File: src/rtl/core/npdcm_ram.sv
// ----------------------------------------------------------------------------
// npdcm_ram
// Generic single-write, single-read RAM with registered read data.
// ----------------------------------------------------------------------------
`default_nettype none

module npdcm_ram #(
    parameter int WIDTH = 8,
    parameter int DEPTH = 16
) (
    input  wire logic                     aclk,
    input  wire logic                     we,
    input  wire logic [$clog2(DEPTH)-1:0] waddr,
    input  wire logic [WIDTH-1:0]         wdata,
    input  wire logic                     re,
    input  wire logic [$clog2(DEPTH)-1:0] raddr,
    output logic      [WIDTH-1:0]         rdata
);

    logic [WIDTH-1:0] mem [DEPTH];

    always_ff @(posedge aclk) begin
        if (we) begin
            mem[waddr] <= wdata;
        end
        if (re) begin
            rdata <= mem[raddr];
        end
    end

endmodule

`default_nettype wire

File: config.mk
export PLATFORM = sky130hd
export DESIGN_NAME = npdcm_ram
export DESIGN_NICKNAME = d
export VERILOG_FILES = /design/src/rtl/core/npdcm_ram.sv
export SDC_FILE = /design/constraint.sdc
export NUM_CORES = 1
export LEC_CHECK = 0
export ABC_AREA = 1
export ABC_CLOCK_PERIOD_IN_PS = 1400
export BUFFER_PORTS_ARGS = -buffer_cell sky130_fd_sc_hd__buf_4
export CORE_ASPECT_RATIO = 0.9
export CORE_MARGIN = 2
export CORE_UTILIZATION = 57
export DETAILED_ROUTE_END_ITERATION = 12
export PLACE_DENSITY = 0.75
export SYNTH_ARGS = -nofsm -noshare
export SYNTH_HDL_FRONTEND = slang
export SYNTH_SLANG_ARGS = --single-unit
File: constraint.sdc
create_clock -name aclk -period 1.4 [get_ports aclk]
set_input_delay 0.14 -clock aclk [delete_from_list [all_inputs] [get_ports aclk]]
set_output_delay 0.14 -clock aclk [all_outputs]
set_load 0.005 [all_outputs]
==> results by group <==
Global route
  – Global-route track usage on met3: 0.05978
  – Global route total overflow: 0
  – M1 GR Usage: 0.3386
  – First-pass GRT wire length: 20,670 um
  – GRT Util Overall: 0.2526
  – Grt met2 use: 0.4068
  – Initial antenna violation count: 0
  – Vias in the first global route: 3,967
  – Gr busiest metal: met2
  – Largest net degree at the start of global routing: 65

Logic synthesis
  – Area leader, netlist: edfxtp_1
  – Post-synthesis sequential area ratio: 0.6985
  – Warnings, synthesis: 0
  – Avg Cell Area, Syn: 10.61 um^2
  – Syn Nets: between 500 and 600
  – Synth cell types: 11
  – Post-Synthesis Cell Area: about 0.006 mm^2
  – Register bit total from synthesis: 136
  – Synth area leaders: edfxtp_1 70%, nand2_1 11%, nand3_1 8.3%, inv_1 6.4%, buf_6 1.2%
  – Top cell type's share of synthesized area: 0.6985
  – Post-synthesis cell count: about 550

Setup path
  – Startpoint Class: register
  – CP required: approximately 1.6 ns
  – Worst path bufs/invs: 1
  – Critical path, cell by cell: inv_1 > nand2_1 > nand3_1 > nand3_1 > nand3_1 > nand2_1
  – Crit Path Class: reg2reg
  – Setup crit end kind: register
  – CP peak stage delay: approximately 0.37 ns
  – Crit path DAT: 1.34 ns
  – Crit path launch: mem[9][1]$_DFFE_PP_
  – Peak fanout along the critical path: 1
  – Family with the most delay on the worst path: simple AND/OR/NAND/NOR gates
  – CP most frequent cell: nand3_1
  – CP max-delay cell: edfxtp_1
  – Crit Reg-Reg Startpoint: mem[9][1]$_DFFE_PP_

STA
  – Setup TNS: 0 ns
  – RSZ-0062 raised after global routing: no
  – Final Slew Violations: 0
  – Relative slew slack: 0.6031
  – Endpoints failing hold: 0
  – Part of the cycle the worst path needs: 0.8369
  – Endpoints failing setup: 0
  – Minimum clock period: approximately 1.2 ns
  – Worst-margin pin slew: between 0.5 and 0.6 ns
  – Final setup skew: approximately 0.0076 ns
  – Max frequency: approximately 0.85 GHz

Drt
  – DRC Markers: 0
  – Number of routed nets with antenna violations: 0
  – Routed Wire Length: 13,180 um
  – Wire length per cell: around 18 um
  – Drt initial violations: between 400 and 500
  – Vias/cell: roughly 5.4
  – DRT Pass-1 Iters: 6
  – Vias: about 4,000

Floorplan
  – Die Width: between 100 and 150 um
  – Die area: 0.01108 mm^2
  – Die Height: roughly 100 um
  – Initial Utilization: 0.5780
  – Number of I/O pins: 27
  – Num rows: 35
  – Core area: about 0.01 mm^2

Clocking
  – Post-cts resize count: 0
  – CTS tree: yes
  – Inserted Clock Buffers: 17
  – CTS Root Cell: clkbuf_16
  – Clock-pin slew on the worst setup and hold paths: 0.06 ns
  – Later-pin clock latency in the skew report: roughly 0.42 ns
  – Postcts setup bufs: 0
  – Clock Sinks: 136
  – Hold_buf cts: 0
  – Htree depth: 4
  – Maximum root-to-sink buffer count: 2

Cells and area
  – Most used cells in the layout excluding fill and tap cells: 173 x nand2_1, 136 x edfxtp_1, 100 x inv_1
  – # nets final: slightly above 600
  – FILL cells: ~700
  – Area of the multi-input gates: about 0.0012 mm^2
  – Fraction of layout cells with a size suffix above 1: 0.1346
  – Layout area overhead: 16.86%
  – Commonest non-fill, non-tap cell in the layout: nand2_1
  – Diode count: 0
  – Register area: a little over 0.004 mm^2

Power
  – Power per cell area: between 1000 and 1500 mW/mm^2
  – Worst ir drop on vdd: about 0.00076 V
  – LEAKAGE: a little under 3 nW
  – Total Power: 9.519 mW

Hold path
  – HP Start: re
  – Hold Path Class: in2reg

Place
  – Gpl congestion: between 0.8 and 0.9
  – DPL Wire Length: 7848 um
  – Port Buffer Count: 26

Run status
  – Status: complete, no violations

Flow run
  – Max-Cap Viols: 0
-- per-layer routing --
layer  vias to the layer above  share of wire
met5                         -              0
met4                         0          0.016
met3                        24          0.096
met2                       236           0.47
met1                      1844           0.41
li1                       1867              -
-- area by class of cell --
type / count / share of cell area
well taps: 129 / 0.02362
repair buffers: 50 / 0.06043
clock buffers: 17 / 0.06226
inverters: 102 / 0.05603
flip-flops and latches: 136 / 0.5977
clock inverters: 15 / 0.02234
multi-input cells: 289 / 0.1776
-- sequential cells by signal (all words and copies together) (netlist names) --
name   flops
mem      128
rdata      8
-- worst register-to-register path: stages, from the launching register on --
cell      delay (ns)
edfxtp_1        0.37
inv_1           0.06
nand2_1         0.04
nand3_1         0.09
nand3_1         0.13
nand3_1         0.16
nand2_1         0.06
-- where the power goes --
group          internal [mW]  switching, mW
Sequential              4.59         0.0293
Combinational          0.197          0.395
Clock                   2.62           1.69
Total                   7.40           2.12
-- cells by family (layout without fill, tap and decap cells) --
| kind of cell | count (synthesis) | count (layout) | synth area share |
|---|---|---|---|
| flip-flops | 136 | 136 | 0.6985 |
| buffers and inverters | 126 | 184 | 0.09394 |
| AND/OR/NAND/NOR | 289 | 289 | 0.2076 |
-- synth_stat cells (all sizes together) --
library cell  instances
buf                  24
nand2               173
edfxtp              136
nand3b                2
nand3                97
nor2                 17
inv                 102
-- final timing paths --
check	slack (ns)	depth (start not counted)	endpoint
min reg2reg	0.77	6	rdata[1]$_DFFE_PP_
max	0.23	6	rdata[1]$_DFFE_PP_
max reg2reg	0.23	6	rdata[1]$_DFFE_PP_
min	0.04	1	rdata[2]$_DFFE_PP_
-- stage by stage --
stage | setup slack (ns) | hold WS [ns] | area [um^2] | std cells | utilization
3_5_place_dp | 0.06460 | 0.4503 | 6255 | 706 | 0.6183
5_1_grt | 0.1974 | 0.03142 | 6833 | 738 | 0.6754
4_1_cts | 0.2258 | 0.02536 | 6833 | 738 | 0.6754
3_3_place_gp | 0.06560 | 0.4552 | 6255 | 706 | 0.6183
6_report | 0.2283 | 0.03861 | 6833 | 738 | 0.6754
2_1_floorplan | 0.3092 | 0.2389 | 5847 | 551 | -
Note: power is estimated with default switching activity, not from simulation.
