==> src/rtl/core/npdcm_pkg.sv <==
// ----------------------------------------------------------------------------
// npdcm_pkg
// Shared types, sizes and codes of the nearest-point deviation color map.
// ----------------------------------------------------------------------------
`default_nettype none

package npdcm_pkg;

    localparam int REF_POINTS   = 1024;
    localparam int QUERY_POINTS = 1024;
    localparam int COORD_WIDTH  = 24;
    localparam int DIST_W       = 52;

    localparam int REF_IDX_W = $clog2(REF_POINTS);
    localparam int REF_CNT_W = $clog2(REF_POINTS + 1);
    localparam int Q_IDX_W   = $clog2(QUERY_POINTS);
    localparam int Q_CNT_W   = $clog2(QUERY_POINTS + 1);
    localparam int READ_IDX_W = 10;

    localparam int PT_W  = 3 * COORD_WIDTH;
    localparam int QRY_W = PT_W + DIST_W;

    localparam int S_TDATA_W = ((2 + PT_W + READ_IDX_W + 7) / 8) * 8;
    localparam int M_RAW_W   = PT_W + DIST_W + 24 + 2;
    localparam int M_TDATA_W = ((M_RAW_W + 7) / 8) * 8;

    localparam logic [DIST_W-1:0] DIST_MAX  = '1;
    localparam logic [DIST_W-1:0] THR_RESET = DIST_W'(524);

    localparam int APB_ADDR_W = 4;
    localparam logic [APB_ADDR_W-1:0] ADDR_NEAR_THR = '0;

    typedef enum logic [1:0] {
        OP_LOAD   = 2'd0,
        OP_SEARCH = 2'd1,
        OP_READ   = 2'd2,
        OP_CLEAR  = 2'd3
    } op_t;

    typedef enum logic [1:0] {
        ST_OK        = 2'd0,
        ST_BAD_INDEX = 2'd1,
        ST_FULL      = 2'd2,
        ST_NO_REF    = 2'd3
    } status_t;

    typedef struct packed {
        logic [7:0] blue;
        logic [7:0] green;
        logic [7:0] red;
    } color_t;

    // band 0 is the near match, 1..5 the deviation bands
    function automatic color_t band_color(input logic [2:0] band);
        color_t c;
        unique case (band)
            3'd0:    c = '{blue: 8'd0,   green: 8'd255, red: 8'd0};
            3'd1:    c = '{blue: 8'd239, green: 8'd192, red: 8'd23};
            3'd2:    c = '{blue: 8'd242, green: 8'd144, red: 8'd30};
            3'd3:    c = '{blue: 8'd236, green: 8'd112, red: 8'd30};
            3'd4:    c = '{blue: 8'd246, green: 8'd80,  red: 8'd30};
            default: c = '{blue: 8'd255, green: 8'd50,  red: 8'd30};
        endcase
        return c;
    endfunction

endpackage

`default_nettype wire

==> src/rtl/core/npdcm_dist.sv <==
// ----------------------------------------------------------------------------
// npdcm_dist
// Pipelined squared-distance unit; scans all references, keeps the minimum.
// ----------------------------------------------------------------------------
`default_nettype none

module npdcm_dist import npdcm_pkg::*; (
    input  wire logic                   aclk,
    input  wire logic                   aresetn,
    input  wire logic                   start,
    input  wire logic [PT_W-1:0]        query,
    input  wire logic [REF_CNT_W-1:0]   ref_count,
    output logic                        rd_en,
    output logic      [REF_IDX_W-1:0]   rd_addr,
    input  wire logic [PT_W-1:0]        rd_data,
    output logic                        done,
    output logic      [DIST_W-1:0]      best
);

    localparam int W = COORD_WIDTH;

    logic                   busy_reg, busy_next;
    logic                   issue_reg, issue_next;
    logic [REF_CNT_W-1:0]   cnt_reg, cnt_next;
    logic [REF_CNT_W-1:0]   n_reg;
    logic [PT_W-1:0]        q_reg;
    logic                   v1_reg, v2_reg, v3_reg, v4_reg;
    logic [W-1:0]           ad_reg [3];
    logic [2*W-1:0]         sq_reg [3];
    logic [DIST_W-1:0]      sum_reg;
    logic [DIST_W-1:0]      best_reg;
    logic [W:0]             diff [3];
    logic                   done_reg;

    assign rd_en   = issue_reg;
    assign rd_addr = cnt_reg[REF_IDX_W-1:0];
    assign done    = done_reg;
    assign best    = best_reg;

    always_comb begin
        busy_next  = busy_reg;
        issue_next = issue_reg;
        cnt_next   = cnt_reg;
        if (start) begin
            busy_next  = 1'b1;
            issue_next = 1'b1;
            cnt_next   = '0;
        end else if (issue_reg) begin
            cnt_next = cnt_reg + 1'b1;
            if (cnt_reg + 1'b1 == n_reg) begin
                issue_next = 1'b0;
            end
        end else if (busy_reg && !v1_reg && !v2_reg && !v3_reg && !v4_reg) begin
            busy_next = 1'b0;
        end
    end

    always_comb begin
        for (int k = 0; k < 3; k++) begin
            diff[k] = {q_reg[k*W+W-1], q_reg[k*W +: W]}
                    - {rd_data[k*W+W-1], rd_data[k*W +: W]};
        end
    end

    always_ff @(posedge aclk) begin
        if (!aresetn) begin
            busy_reg  <= 1'b0;
            issue_reg <= 1'b0;
            cnt_reg   <= '0;
            v1_reg    <= 1'b0;
            v2_reg    <= 1'b0;
            v3_reg    <= 1'b0;
            v4_reg    <= 1'b0;
            done_reg  <= 1'b0;
        end else begin
            busy_reg  <= busy_next;
            issue_reg <= issue_next;
            cnt_reg   <= cnt_next;
            v1_reg    <= issue_reg;
            v2_reg    <= v1_reg;
            v3_reg    <= v2_reg;
            v4_reg    <= v3_reg;
            done_reg  <= busy_reg && !busy_next;
        end
    end

    // |diff| fits W bits; sum of three squares stays below 2^52 for W = 24
    always_ff @(posedge aclk) begin
        if (start) begin
            q_reg    <= query;
            n_reg    <= ref_count;
            best_reg <= DIST_MAX;
        end
        for (int k = 0; k < 3; k++) begin
            ad_reg[k] <= diff[k][W] ? W'(-diff[k]) : diff[k][W-1:0];
            sq_reg[k] <= ad_reg[k] * ad_reg[k];
        end
        sum_reg <= DIST_W'(sq_reg[0]) + DIST_W'(sq_reg[1]) + DIST_W'(sq_reg[2]);
        if (v4_reg && sum_reg < best_reg) begin
            best_reg <= sum_reg;
        end
    end

endmodule

`default_nettype wire

==> config.mk <==
export PLATFORM = sky130hd
export DESIGN_NAME = npdcm_dist
export DESIGN_NICKNAME = d
export VERILOG_FILES = /design/src/rtl/core/npdcm_pkg.sv /design/src/rtl/core/npdcm_dist.sv
export SDC_FILE = /design/constraint.sdc
export NUM_CORES = 2
export LEC_CHECK = 0
export ABC_CLOCK_PERIOD_IN_PS = 9600
export BUFFER_PORTS_ARGS = -buffer_cell sky130_fd_sc_hd__clkbuf_2
export CAP_MARGIN = 20
export CORE_MARGIN = 2
export CORE_UTILIZATION = 60
export CTS_CLUSTER_SIZE = 25
export DETAILED_ROUTE_END_ITERATION = 10
export GPL_ROUTABILITY_DRIVEN = 1
export PLACE_DENSITY = 0.74
export SLEW_MARGIN = 40
export SYNTH_ARGS = -nofsm -noshare
export SYNTH_HDL_FRONTEND = slang
export SYNTH_SLANG_ARGS = --single-unit
==> constraint.sdc <==
create_clock -name aclk -period 9.6 [get_ports aclk]
set_input_delay 1.44 -clock aclk [delete_from_list [all_inputs] [get_ports aclk]]
set_output_delay 1.44 -clock aclk [all_outputs]
set_load 0.01 [all_outputs]
==> impl_metrics.toml <==
[timing]
worst_slack_ns = 1.35
worst_slew_pin_slew_ns = 0.908
fin_crit_ns = 8.25
slew_headroom = 0.394
drv_slew = 0
tns_ns = 0
max_freq_ghz = 0.121
setup_violations = 0
period_share = 0.859
hold_viol_final = 0
rsz0062_at_grt = "false"
fin_worst_skew_ns = 0.0352

[setup_path]
cp.arrival_ns = 8.75
critPathCaptureType = "flip-flop"
startpoint_type = "flip-flop"
path_max_fanout = 13
crit_type = "flip-flop to flip-flop"
required_ns = 10.11

[cts]
cts_buffers = 49
cts.path.max_buffers = 3
clkTransAtPathRegs_ns = 0.07
tritoncts = "built"
clock-sinks = 415
cts_root_buffer = "clkbuf_16"
clkLatencyLatePin_ns = 0.65
cts_resized = 0
hold_buffers = 0
postCtsSetupBuffers = 0
cts_max_level = 2

[finish]
syn_to_final_growth_pct = 6.56
mostFrequentLayoutCells = "inv_1, fa_1, ha_1, nand2_1, and2_1"
diodes = 0
layout_commonest_cell = "inv_1"
largest_reg_flops = 141
num-nets-final = 9598
fillerInstances = 9425
drive_above_1_share = 0.0663

[placed_design]
preCtsSetupSlack_ns = 1.48
port_buffers = 221
dp_hpwl_mm = 133
gp_congestion = 0.925

[global_routing]
grt_max_degree = 61
grt_busiest_layer = "met2"
grt_pass1_wl_mm = 267
antenna_found_initial = 3
grt-ovfl-total = 0
use_met3 = 0.0373
grtUsageMet1 = 0.366
gr-usage-met2 = 0.492
grtUsageTotal = 0.285
grt_pass1_vias = 52800

[drt]
drtIter0Drc = 2724
antenna_left = 0
vias = 48200
drtPass1Iterations = 5
totalWireLength_mm = 160
drc_errors = 0
avgViaCountPerCell = 5.37
wl_per_cell_um = 17.8

[logic_synthesis]
synth_area_mm2 = 0.0690
yosys_warnings = 0
yosys_most_used_dff = "dfxtp_1"
synth_cells = 7280
synth_seq_area_share = 0.140
synth-seq-cells = 415
syn_avg_cell_area_um2 = 9.47
async_flop_share = 0
yosysUniqueCellTypes = 91
synth_edf_count = 134

[status]
run_status = "finished clean"

[floorplan]
die_y_um = 343
start_util = 0.604
dieArea_mm2 = 0.118
die_x_um = 343
pin_count = 222
row_count = 124
core_mm2 = 0.114

[hold_path]
hold_class = "flip-flop to flip-flop"

[run]
maxCapViolCount = 0
area by class of cell:
type,count,area (um^2),share of cell area
Tap cell,1512,1890,0.0257
Multi-Input combinational cell,4719,51200,0.697
Timing Repair Buffer,283,1580,0.0215
Inverter,1956,7340,0.0999
Clock inverter,24,259,0.00352
Clock buffer,68,1530,0.0208
Sequential cell,415,9670,0.132
cells by family after synthesis:
family | Yosys count | synth area share
buffers and inverters | 2148 | 0.118
other | 1 | 0.0000544
adders and majority gates | 2016 | 0.509
xor gates and xnor gates | 345 | 0.0438
muxes | 15 | 0.00227
DFF | 415 | 0.140
and+or+nand+nor | 1533 | 0.110
AOI/OAI and AO/OA | 807 | 0.0768
worst paths after layout:
check / start / end / slack, ns / cells past startpoint
worst max-delay path: ad_reg[0][2] / sq_reg[0][45] / 1.35 / 26
worst max register to register: ad_reg[0][2] / sq_reg[0][45] / 1.35 / 26
worst min-delay path: v3_reg / v4_reg / 0.45 / 1
worst min register to register: v3_reg / v4_reg / 0.45 / 1
layer usage:
metal  wire length (um)  vias to the layer above
met1              64900                    24200
li1                   -                    22400
met5                 27                        -
met4               6940                        4
met2              79200                     1350
met3               8940                      349
worst max-delay path, stage by stage, from the launching register on:
cell and delay [ns]:
dfxtp_1 0.67, buf_4 0.30, nand2_1 0.13, fa_1 0.55, inv_1 0.06, fa_1 0.52
fa_1 0.54, inv_1 0.05, fa_1 0.50, inv_1 0.06, fa_1 0.44, fa_1 0.51
inv_1 0.05, fa_1 0.47, inv_1 0.04, ha_1 0.34, a21o_1 0.18, a21o_1 0.18
a221oi_1 0.38, o21bai_1 0.14, a211oi_1 0.70, o21ai_0 0.30, o22ai_1 0.34, o21ai_0 0.15
a21oi_1 0.25, a21oi_1 0.12, xor2_1 0.15
metrics by stage:
step | cell area, um^2 | util | hold WS (ns) | cells
3_3_place_gp | 71700 | 0.627 | 0.432 | 8885
6_report | 73500 | 0.643 | 0.455 | 8977
2_1_floorplan | 69000 | - | 0.385 | 7282
5_1_grt | 73500 | 0.643 | 0.471 | 8977
4_1_cts | 73500 | 0.643 | 0.461 | 8977
3_5_place_dp | 71700 | 0.628 | 0.442 | 8885
cell usage after synthesis (8+ instances only):
cell type	instances	area share
xnor2_1	230	0.029
a21o_1	168	0.018
edfxtp_1	134	0.058
inv_1	1956	0.11
nand2_1	589	0.032
and2_1	353	0.032
a31o_2	9	0.0011
or3_1	14	0.0013
nand4_1	32	0.0029
nand2b_1	37	0.0034
o21bai_1	46	0.0050
nor4_1	11	0.0010
a41oi_1	8	0.0010
a221oi_1	11	0.0014
xor2_1	115	0.015
a211o_1	9	0.0011
o22ai_1	8	0.00073
a211oi_1	18	0.0020
o21ai_0	107	0.0078
or2_2	64	0.0058
o211ai_1	17	0.0019
dfxtp_1	281	0.082
ha_1	699	0.13
o21ai_1	11	0.00080
fa_1	1317	0.38
a31oi_1	32	0.0029
clkbuf_1	175	0.0095
buf_4	11	0.0012
o31ai_1	19	0.0021
nand3_1	51	0.0037
nor2_1	210	0.011
and4_1	11	0.0014
nor2b_1	51	0.0046
o21a_1	38	0.0041
mux2i_1	10	0.0015
nor3_1	42	0.0030
and3_1	32	0.0029
a21oi_1	245	0.018
Power is left out: the tool's default activity adds up to more than one toggle a clock period on the data nets, which glitch-free logic cannot reach.
