==> src/rtl/core/npdcm_pkg.sv <==
// ----------------------------------------------------------------------------
// npdcm_pkg
// Shared types, sizes and codes of the nearest-point deviation color map.
// ----------------------------------------------------------------------------
`default_nettype none

package npdcm_pkg;

    localparam int REF_POINTS   = 1024;
    localparam int QUERY_POINTS = 1024;
    localparam int COORD_WIDTH  = 24;
    localparam int DIST_W       = 52;

    localparam int REF_IDX_W = $clog2(REF_POINTS);
    localparam int REF_CNT_W = $clog2(REF_POINTS + 1);
    localparam int Q_IDX_W   = $clog2(QUERY_POINTS);
    localparam int Q_CNT_W   = $clog2(QUERY_POINTS + 1);
    localparam int READ_IDX_W = 10;

    localparam int PT_W  = 3 * COORD_WIDTH;
    localparam int QRY_W = PT_W + DIST_W;

    localparam int S_TDATA_W = ((2 + PT_W + READ_IDX_W + 7) / 8) * 8;
    localparam int M_RAW_W   = PT_W + DIST_W + 24 + 2;
    localparam int M_TDATA_W = ((M_RAW_W + 7) / 8) * 8;

    localparam logic [DIST_W-1:0] DIST_MAX  = '1;
    localparam logic [DIST_W-1:0] THR_RESET = DIST_W'(524);

    localparam int APB_ADDR_W = 4;
    localparam logic [APB_ADDR_W-1:0] ADDR_NEAR_THR = '0;

    typedef enum logic [1:0] {
        OP_LOAD   = 2'd0,
        OP_SEARCH = 2'd1,
        OP_READ   = 2'd2,
        OP_CLEAR  = 2'd3
    } op_t;

    typedef enum logic [1:0] {
        ST_OK        = 2'd0,
        ST_BAD_INDEX = 2'd1,
        ST_FULL      = 2'd2,
        ST_NO_REF    = 2'd3
    } status_t;

    typedef struct packed {
        logic [7:0] blue;
        logic [7:0] green;
        logic [7:0] red;
    } color_t;

    // band 0 is the near match, 1..5 the deviation bands
    function automatic color_t band_color(input logic [2:0] band);
        color_t c;
        unique case (band)
            3'd0:    c = '{blue: 8'd0,   green: 8'd255, red: 8'd0};
            3'd1:    c = '{blue: 8'd239, green: 8'd192, red: 8'd23};
            3'd2:    c = '{blue: 8'd242, green: 8'd144, red: 8'd30};
            3'd3:    c = '{blue: 8'd236, green: 8'd112, red: 8'd30};
            3'd4:    c = '{blue: 8'd246, green: 8'd80,  red: 8'd30};
            default: c = '{blue: 8'd255, green: 8'd50,  red: 8'd30};
        endcase
        return c;
    endfunction

endpackage

`default_nettype wire

==> src/rtl/core/npdcm_color.sv <==
// ----------------------------------------------------------------------------
// npdcm_color
// Deviation color: near match at or below thr, else span times one fifth by a
// shared 26x26 multiplier over four steps, then band search.
// ----------------------------------------------------------------------------
`default_nettype none

module npdcm_color import npdcm_pkg::*; (
    input  wire logic              aclk,
    input  wire logic              aresetn,
    input  wire logic              start,
    input  wire logic [DIST_W-1:0] sq_dist,
    input  wire logic [DIST_W-1:0] thr,
    input  wire logic [DIST_W-1:0] max_d,
    input  wire logic [DIST_W-1:0] min_d,
    output logic                   done,
    output color_t                 color
);

    localparam int HALF      = DIST_W / 2;
    localparam int PROD_W    = 2 * DIST_W;
    localparam int QUO_SHIFT = DIST_W + 2;
    // floor(x / 5) == (x * ceil(2^54 / 5)) >> 54 for every x below 2^52
    localparam logic [DIST_W-1:0] RECIP5 = DIST_W'(64'h000C_CCCC_CCCC_CCCD);

    typedef enum logic [2:0] {
        C_IDLE = 3'b001,
        C_MUL  = 3'b010,
        C_BAND = 3'b100
    } cstate_t;

    cstate_t            state_reg, state_next;
    logic [DIST_W-1:0]  d_reg, d_next;
    logic [DIST_W-1:0]  span_reg, span_next;
    logic [DIST_W-1:0]  quo_reg, quo_next;
    logic [1:0]         step_reg, step_next;
    logic [PROD_W-1:0]  prod_reg, prod_next;
    logic [DIST_W:0]    acc_reg, acc_next;
    logic [2:0]         band_reg, band_next;
    logic               done_reg, done_next;
    color_t             col_reg, col_next;
    logic [HALF-1:0]    mul_a;
    logic [HALF-1:0]    mul_b;
    logic [2*HALF-1:0]  pp;
    logic [PROD_W-1:0]  pp_sh;

    assign done  = done_reg;
    assign color = col_reg;

    always_comb begin
        mul_a = step_reg[0] ? span_reg[DIST_W-1:HALF] : span_reg[HALF-1:0];
        mul_b = step_reg[1] ? RECIP5[DIST_W-1:HALF] : RECIP5[HALF-1:0];
        pp    = mul_a * mul_b;
        unique case (step_reg)
            2'd0:       pp_sh = PROD_W'(pp);
            2'd1, 2'd2: pp_sh = PROD_W'(pp) << HALF;
            2'd3:       pp_sh = PROD_W'(pp) << (2 * HALF);
        endcase
    end

    always_comb begin
        state_next = state_reg;
        d_next     = d_reg;
        span_next  = span_reg;
        quo_next   = quo_reg;
        step_next  = step_reg;
        prod_next  = prod_reg;
        acc_next   = acc_reg;
        band_next  = band_reg;
        done_next  = 1'b0;
        col_next   = col_reg;
        unique case (state_reg)
            C_IDLE: begin
                if (start) begin
                    d_next = sq_dist;
                    if (sq_dist <= thr) begin
                        col_next  = band_color(3'd0);
                        done_next = 1'b1;
                    end else begin
                        span_next  = (max_d >= min_d) ? max_d - min_d : '0;
                        prod_next  = '0;
                        step_next  = '0;
                        state_next = C_MUL;
                    end
                end
            end
            C_MUL: begin
                prod_next = prod_reg + pp_sh;
                step_next = step_reg + 1'b1;
                if (step_reg == 2'd3) begin
                    quo_next   = DIST_W'(prod_next[PROD_W-1:QUO_SHIFT]);
                    acc_next   = {1'b0, quo_next};
                    band_next  = 3'd1;
                    state_next = C_BAND;
                end
            end
            C_BAND: begin
                if ({1'b0, d_reg} <= acc_reg) begin
                    col_next   = band_color(band_reg);
                    done_next  = 1'b1;
                    state_next = C_IDLE;
                end else if (band_reg == 3'd4) begin
                    col_next   = band_color(3'd5);
                    done_next  = 1'b1;
                    state_next = C_IDLE;
                end else begin
                    acc_next  = acc_reg + {1'b0, quo_reg};
                    band_next = band_reg + 1'b1;
                end
            end
            default: state_next = C_IDLE;
        endcase
    end

    always_ff @(posedge aclk) begin
        if (!aresetn) begin
            state_reg <= C_IDLE;
            done_reg  <= 1'b0;
        end else begin
            state_reg <= state_next;
            done_reg  <= done_next;
        end
    end

    always_ff @(posedge aclk) begin
        d_reg    <= d_next;
        span_reg <= span_next;
        quo_reg  <= quo_next;
        step_reg <= step_next;
        prod_reg <= prod_next;
        acc_reg  <= acc_next;
        band_reg <= band_next;
        col_reg  <= col_next;
    end

endmodule

`default_nettype wire

==> config.mk <==
export PLATFORM = sky130hd
export DESIGN_NAME = npdcm_color
export DESIGN_NICKNAME = d
export VERILOG_FILES = /design/src/rtl/core/npdcm_pkg.sv /design/src/rtl/core/npdcm_color.sv
export SDC_FILE = /design/constraint.sdc
export NUM_CORES = 2
export LEC_CHECK = 0
export BUFFER_PORTS_ARGS = -buffer_cell sky130_fd_sc_hd__buf_2
export CAP_MARGIN = 20
export CORE_MARGIN = 2
export CORE_UTILIZATION = 55
export DETAILED_ROUTE_END_ITERATION = 12
export PLACE_DENSITY_LB_ADDON = 0.08
export SLEW_MARGIN = 20
export SYNTH_ARGS = -nofsm -noshare
export SYNTH_HDL_FRONTEND = slang
export SYNTH_SLANG_ARGS = --single-unit
==> constraint.sdc <==
create_clock -name aclk -period 13.3 [get_ports aclk]
set_input_delay 2.66 -clock aclk [delete_from_list [all_inputs] [get_ports aclk]]
set_output_delay 2.66 -clock aclk [all_outputs]
set_load 0.03 [all_outputs]
==> summary.json <==
{
  "outcome": {"value": "finished clean"},
  "n_fill_cell": {"value": 7273},
  "place.gp.congestion": {"value": 1.03},
  "holdPathStages": {"value": 1},
  "worst_clock_skew": {"value": 0.0320, "unit": "ns"},
  "clock-sinks": {"value": 334},
  "number_of_flops_mapped_to_enable_cells_by_yosys": {"value": 330},
  "place.port_buffers": {"value": 232},
  "grt.busiest_layer": {"value": "met1"},
  "first_global_vias": {"value": 34500},
  "post_synth_num_cell_types": {"value": 88},
  "report.final.hold_viol_count": {"value": 0},
  "area.growth.synth_to_final": {"value": 7.54, "unit": "%"},
  "grt_util_met3": {"value": 8.23, "unit": "%"},
  "multi_input_comb_area": {"value": 30500, "unit": "um^2"},
  "ff_latch_area": {"value": 9990, "unit": "um^2"},
  "clock.fmax": {"value": 77.4, "unit": "MHz"},
  "grt_max_degree": {"value": 80},
  "ioPinCount": {"value": 236},
  "cp.required": {"value": 13.65, "unit": "ns"},
  "max_slew.worst_pin.slew": {"value": 1.25, "unit": "ns"},
  "finalSetupViolCount": {"value": 0},
  "die_height": {"value": 288, "unit": "um"},
  "ys_ff_latch": {"value": 334},
  "pre_cts_slack": {"value": 0.951, "unit": "ns"},
  "report.final.slew_viol_count": {"value": 0},
  "worst_setup_path_startpoint": {"value": "step_reg[0]"},
  "syn-mean-instance-area": {"value": 9.02, "unit": "um^2"},
  "critical_path.max_stage_delay": {"value": 0.77, "unit": "ns"},
  "wire_per_inst": {"value": 22.8, "unit": "um"},
  "timing.critical_path.fanout_max": {"value": 14},
  "ctsHoldBuffers": {"value": 0},
  "reg2reg_setup_slack": {"value": 0.39, "unit": "ns"},
  "layout.nets": {"value": 6233},
  "worst_r2r_path_depth": {"value": 37},
  "grt_first_pass_wirelength": {"value": 210000, "unit": "um"},
  "ys_seq_area_share": {"value": 22.5, "unit": "%"},
  "cts-buffers-inserted": {"value": 42},
  "timing.critical_path.mode_cell": {"value": "sky130_fd_sc_hd__fa_1"},
  "initial_utilization": {"value": 55.4, "unit": "%"},
  "setup.worst_path.class": {"value": "flip-flop to flip-flop"},
  "grt-ovfl-total": {"value": 0},
  "fin_cells": {"value": 6138},
  "groute.layer.met1.usage": {"value": 53.0, "unit": "%"},
  "crit-reg2reg-launch": {"value": "step_reg[0]"},
  "clkSlewWorstSetupHoldPaths": {"value": 0.06, "unit": "ns"},
  "cp.arrival": {"value": 13.26, "unit": "ns"},
  "post_syn_instances": {"value": 4933},
  "min_to": {"value": "band_reg[1]"},
  "track_usage": {"value": 33.5, "unit": "%"},
  "num_vias": {"value": 36500},
  "antenna_found_initial": {"value": 9},
  "drt_first_pass_iters": {"value": 6},
  "cts_root_buffer_type": {"value": "sky130_fd_sc_hd__clkbuf_16"},
  "unrepaired_setup_endpoints_after_global_routing": {"value": "false"},
  "synth.cell_area": {"value": 44500, "unit": "um^2"},
  "warnings_from_yosys": {"value": 0},
  "relSlewSlack": {"value": 15.8, "unit": "%"},
  "period_minus_slack": {"value": 12.91, "unit": "ns"},
  "cts.repair_timing.setup_buffer_count": {"value": 0},
  "min-delay-start": {"value": "state_reg[2]"},
  "crit_slowest_cell": {"value": "sky130_fd_sc_hd__mux2i_1"},
  "routed_wirelength": {"value": 140000, "unit": "um"},
  "postCtsResizedCells": {"value": 0},
  "groute.layer.met2.usage": {"value": 46.4, "unit": "%"},
  "timing.setup.tns": {"value": 0, "unit": "ns"},
  "htree_num_levels": {"value": 2},
  "critical_register_to_register_path_endpoint": {"value": "acc_reg[35]"},
  "viasPerCell": {"value": 5.94},
  "largest_reg_flops": {"value": 104},
  "floorplan.core_area": {"value": 80300, "unit": "um^2"},
  "postSynth.topFlopCell": {"value": "sky130_fd_sc_hd__edfxtp_1"},
  "min-delay-path-class": {"value": "flip-flop to flip-flop"},
  "dieWidth": {"value": 288, "unit": "um"},
  "drtIter0Drc": {"value": 3786},
  "post-route-util": {"value": 59.6, "unit": "%"},
  "share_of_cells_above_drive_strength_1": {"value": 7.88, "unit": "%"},
  "synth_async_sr_flop_share": {"value": 0, "unit": "%"},
  "cts_tree": {"value": "done"},
  "post-route-worst-setup-slack": {"value": 0.387, "unit": "ns"},
  "crit_end_category": {"value": "flip-flop"},
  "synth_top_cell_area_share": {"value": 22.3, "unit": "%"},
  "clkLatencyLatePin": {"value": 0.62, "unit": "ns"},
  "final_min_period_over_clock_period": {"value": 97.1, "unit": "%"},
  "netlist.top_cell.by_area": {"value": "sky130_fd_sc_hd__edfxtp_1"},
  "total_die_area": {"value": 83200, "unit": "um^2"},
  "num_rows": {"value": 104},
  "kind_of_start_point_of_the_critical_path": {"value": "flip-flop"},
  "dr_drc_count": {"value": 0},
  "final_antenna_net_count": {"value": 0},
  "count_of_placed_standard_cells_including_taps": {"value": 6060},
  "place_hpwl": {"value": 119000, "unit": "um"},
  "drv.max_cap_violation_count": {"value": 0},
  "ys_top_cells_by_area": {"value": "sky130_fd_sc_hd__edfxtp_1 (22%), sky130_fd_sc_hd__fa_1 (19%), sky130_fd_sc_hd__ha_1 (16%), sky130_fd_sc_hd__inv_1 (7.3%), sky130_fd_sc_hd__a21oi_1 (3.9%)"},
  "cts.path.max_buffers": {"value": 3}
}
==> worst max path at each step <==
stage	end	slack, ns	depth (start not counted)
6_report	acc_reg[35]	0.39	37
5_1_grt	acc_reg[35]	0.06	36
4_1_cts	acc_reg[35]	0.90	37
3_5_place_dp	acc_reg[35]	0.95	37
3_3_place_gp	acc_reg[35]	0.88	36
2_1_floorplan	acc_reg[49]	2.79	43
==> worst max-delay path: cells and delay by family (launching register included) <==
| family | cells | cell delay, ns |
|---|---|---|
| adder cells (fa/ha/maj) | 8 | 4.03 |
| XOR/XNOR | 1 | 0.21 |
| AO/OA/AOI/OAI | 10 | 4.10 |
| flip-flops | 1 | 0.36 |
| multiplexers | 2 | 1.05 |
| buffers and inverters | 5 | 0.59 |
| AND/OR/NAND/NOR | 11 | 2.26 |
==> synthesized netlist by cell type (7+ instances only) <==
cell type	instances
sky130_fd_sc_hd__fa_1	423
sky130_fd_sc_hd__nand2_1	349
sky130_fd_sc_hd__and4_1	8
sky130_fd_sc_hd__buf_2	12
sky130_fd_sc_hd__a211oi_1	26
sky130_fd_sc_hd__o21ai_1	26
sky130_fd_sc_hd__o21a_1	27
sky130_fd_sc_hd__xor2_1	95
sky130_fd_sc_hd__or3_1	13
sky130_fd_sc_hd__nor2b_1	40
sky130_fd_sc_hd__o211ai_1	16
sky130_fd_sc_hd__o21ai_0	230
sky130_fd_sc_hd__a41oi_1	7
sky130_fd_sc_hd__and3_1	29
sky130_fd_sc_hd__inv_1	860
sky130_fd_sc_hd__a21boi_0	8
sky130_fd_sc_hd__nor2_1	363
sky130_fd_sc_hd__and2_1	58
sky130_fd_sc_hd__nor4_1	14
sky130_fd_sc_hd__o31ai_1	28
sky130_fd_sc_hd__ha_1	555
sky130_fd_sc_hd__edfxtp_1	330
sky130_fd_sc_hd__nor4b_1	7
sky130_fd_sc_hd__a21oi_1	348
sky130_fd_sc_hd__nand3_1	47
sky130_fd_sc_hd__a21o_1	216
sky130_fd_sc_hd__a31oi_1	46
sky130_fd_sc_hd__mux2_2	22
sky130_fd_sc_hd__buf_4	10
sky130_fd_sc_hd__nand2b_1	27
sky130_fd_sc_hd__a21boi_1	7
sky130_fd_sc_hd__o21bai_1	47
sky130_fd_sc_hd__or2_2	14
sky130_fd_sc_hd__clkbuf_1	175
sky130_fd_sc_hd__xnor2_1	155
sky130_fd_sc_hd__mux2i_1	15
sky130_fd_sc_hd__nand4_1	91
sky130_fd_sc_hd__o22ai_1	14
sky130_fd_sc_hd__o31a_1	7
sky130_fd_sc_hd__a22o_1	14
sky130_fd_sc_hd__nor3_1	45
==> cell families after synthesis <==
kind of cell               Yosys count  share of synthesized area (%)
buffers and inverters             1064                           9.11
muxes                               37                          0.894
DFF                                334                           22.5
xor gates and xnor gates           250                           4.92
AOI/OAI and AO/OA                 1149                           16.4
adders and majority gates          978                           34.6
other                                2                         0.0169
and+or+nand+nor                   1119                           11.6
==> final cells by class <==
| cell class | instances | area share, % |
|---|---|---|
| inverters | 861 | 6.75 |
| multi-input cells | 3540 | 63.8 |
| clock buffers | 47 | 2.24 |
| flip-flops and latches | 334 | 20.9 |
| well taps | 1060 | 2.77 |
| repair buffers | 265 | 2.95 |
| clock inverters | 30 | 0.635 |
| diodes | 1 | 0.00523 |
==> placed cells by master (no fill, tap or decap), drive strengths merged, types with 22 or more instances in the layout <==
| cell | n |
|---|---|
| a211oi | 27 |
| a21o | 216 |
| a21oi | 350 |
| a31oi | 46 |
| and2 | 58 |
| and3 | 29 |
| buf | 265 |
| clkbuf | 47 |
| edfxtp | 330 |
| fa | 423 |
| ha | 555 |
| inv | 865 |
| mux2 | 22 |
| nand2 | 349 |
| nand2b | 27 |
| nand3 | 47 |
| nand4 | 91 |
| nor2 | 363 |
| nor2b | 40 |
| nor3 | 45 |
| o21a | 27 |
| o21ai | 257 |
| o21bai | 47 |
| o31ai | 28 |
| xnor2 | 155 |
| xor2 | 95 |
==> routing by layer <==
metal,vias to the layer above,wire (um)
met5,-,27
met2,1589,56500
met1,17800,65700
li1,16900,-
met3,141,15300
met4,4,2190
==> per-stage QoR <==
stage               area, um^2  hold WS, ns
global route             47800        0.663
CTS                      47800        0.632
global placement         46500        0.623
finish                   47900        0.641
floorplan                44500        0.591
detailed placement       46500        0.618
Power is not shown: default switching activity piles up to over one toggle a cycle in this logic, so the estimate is an artifact.
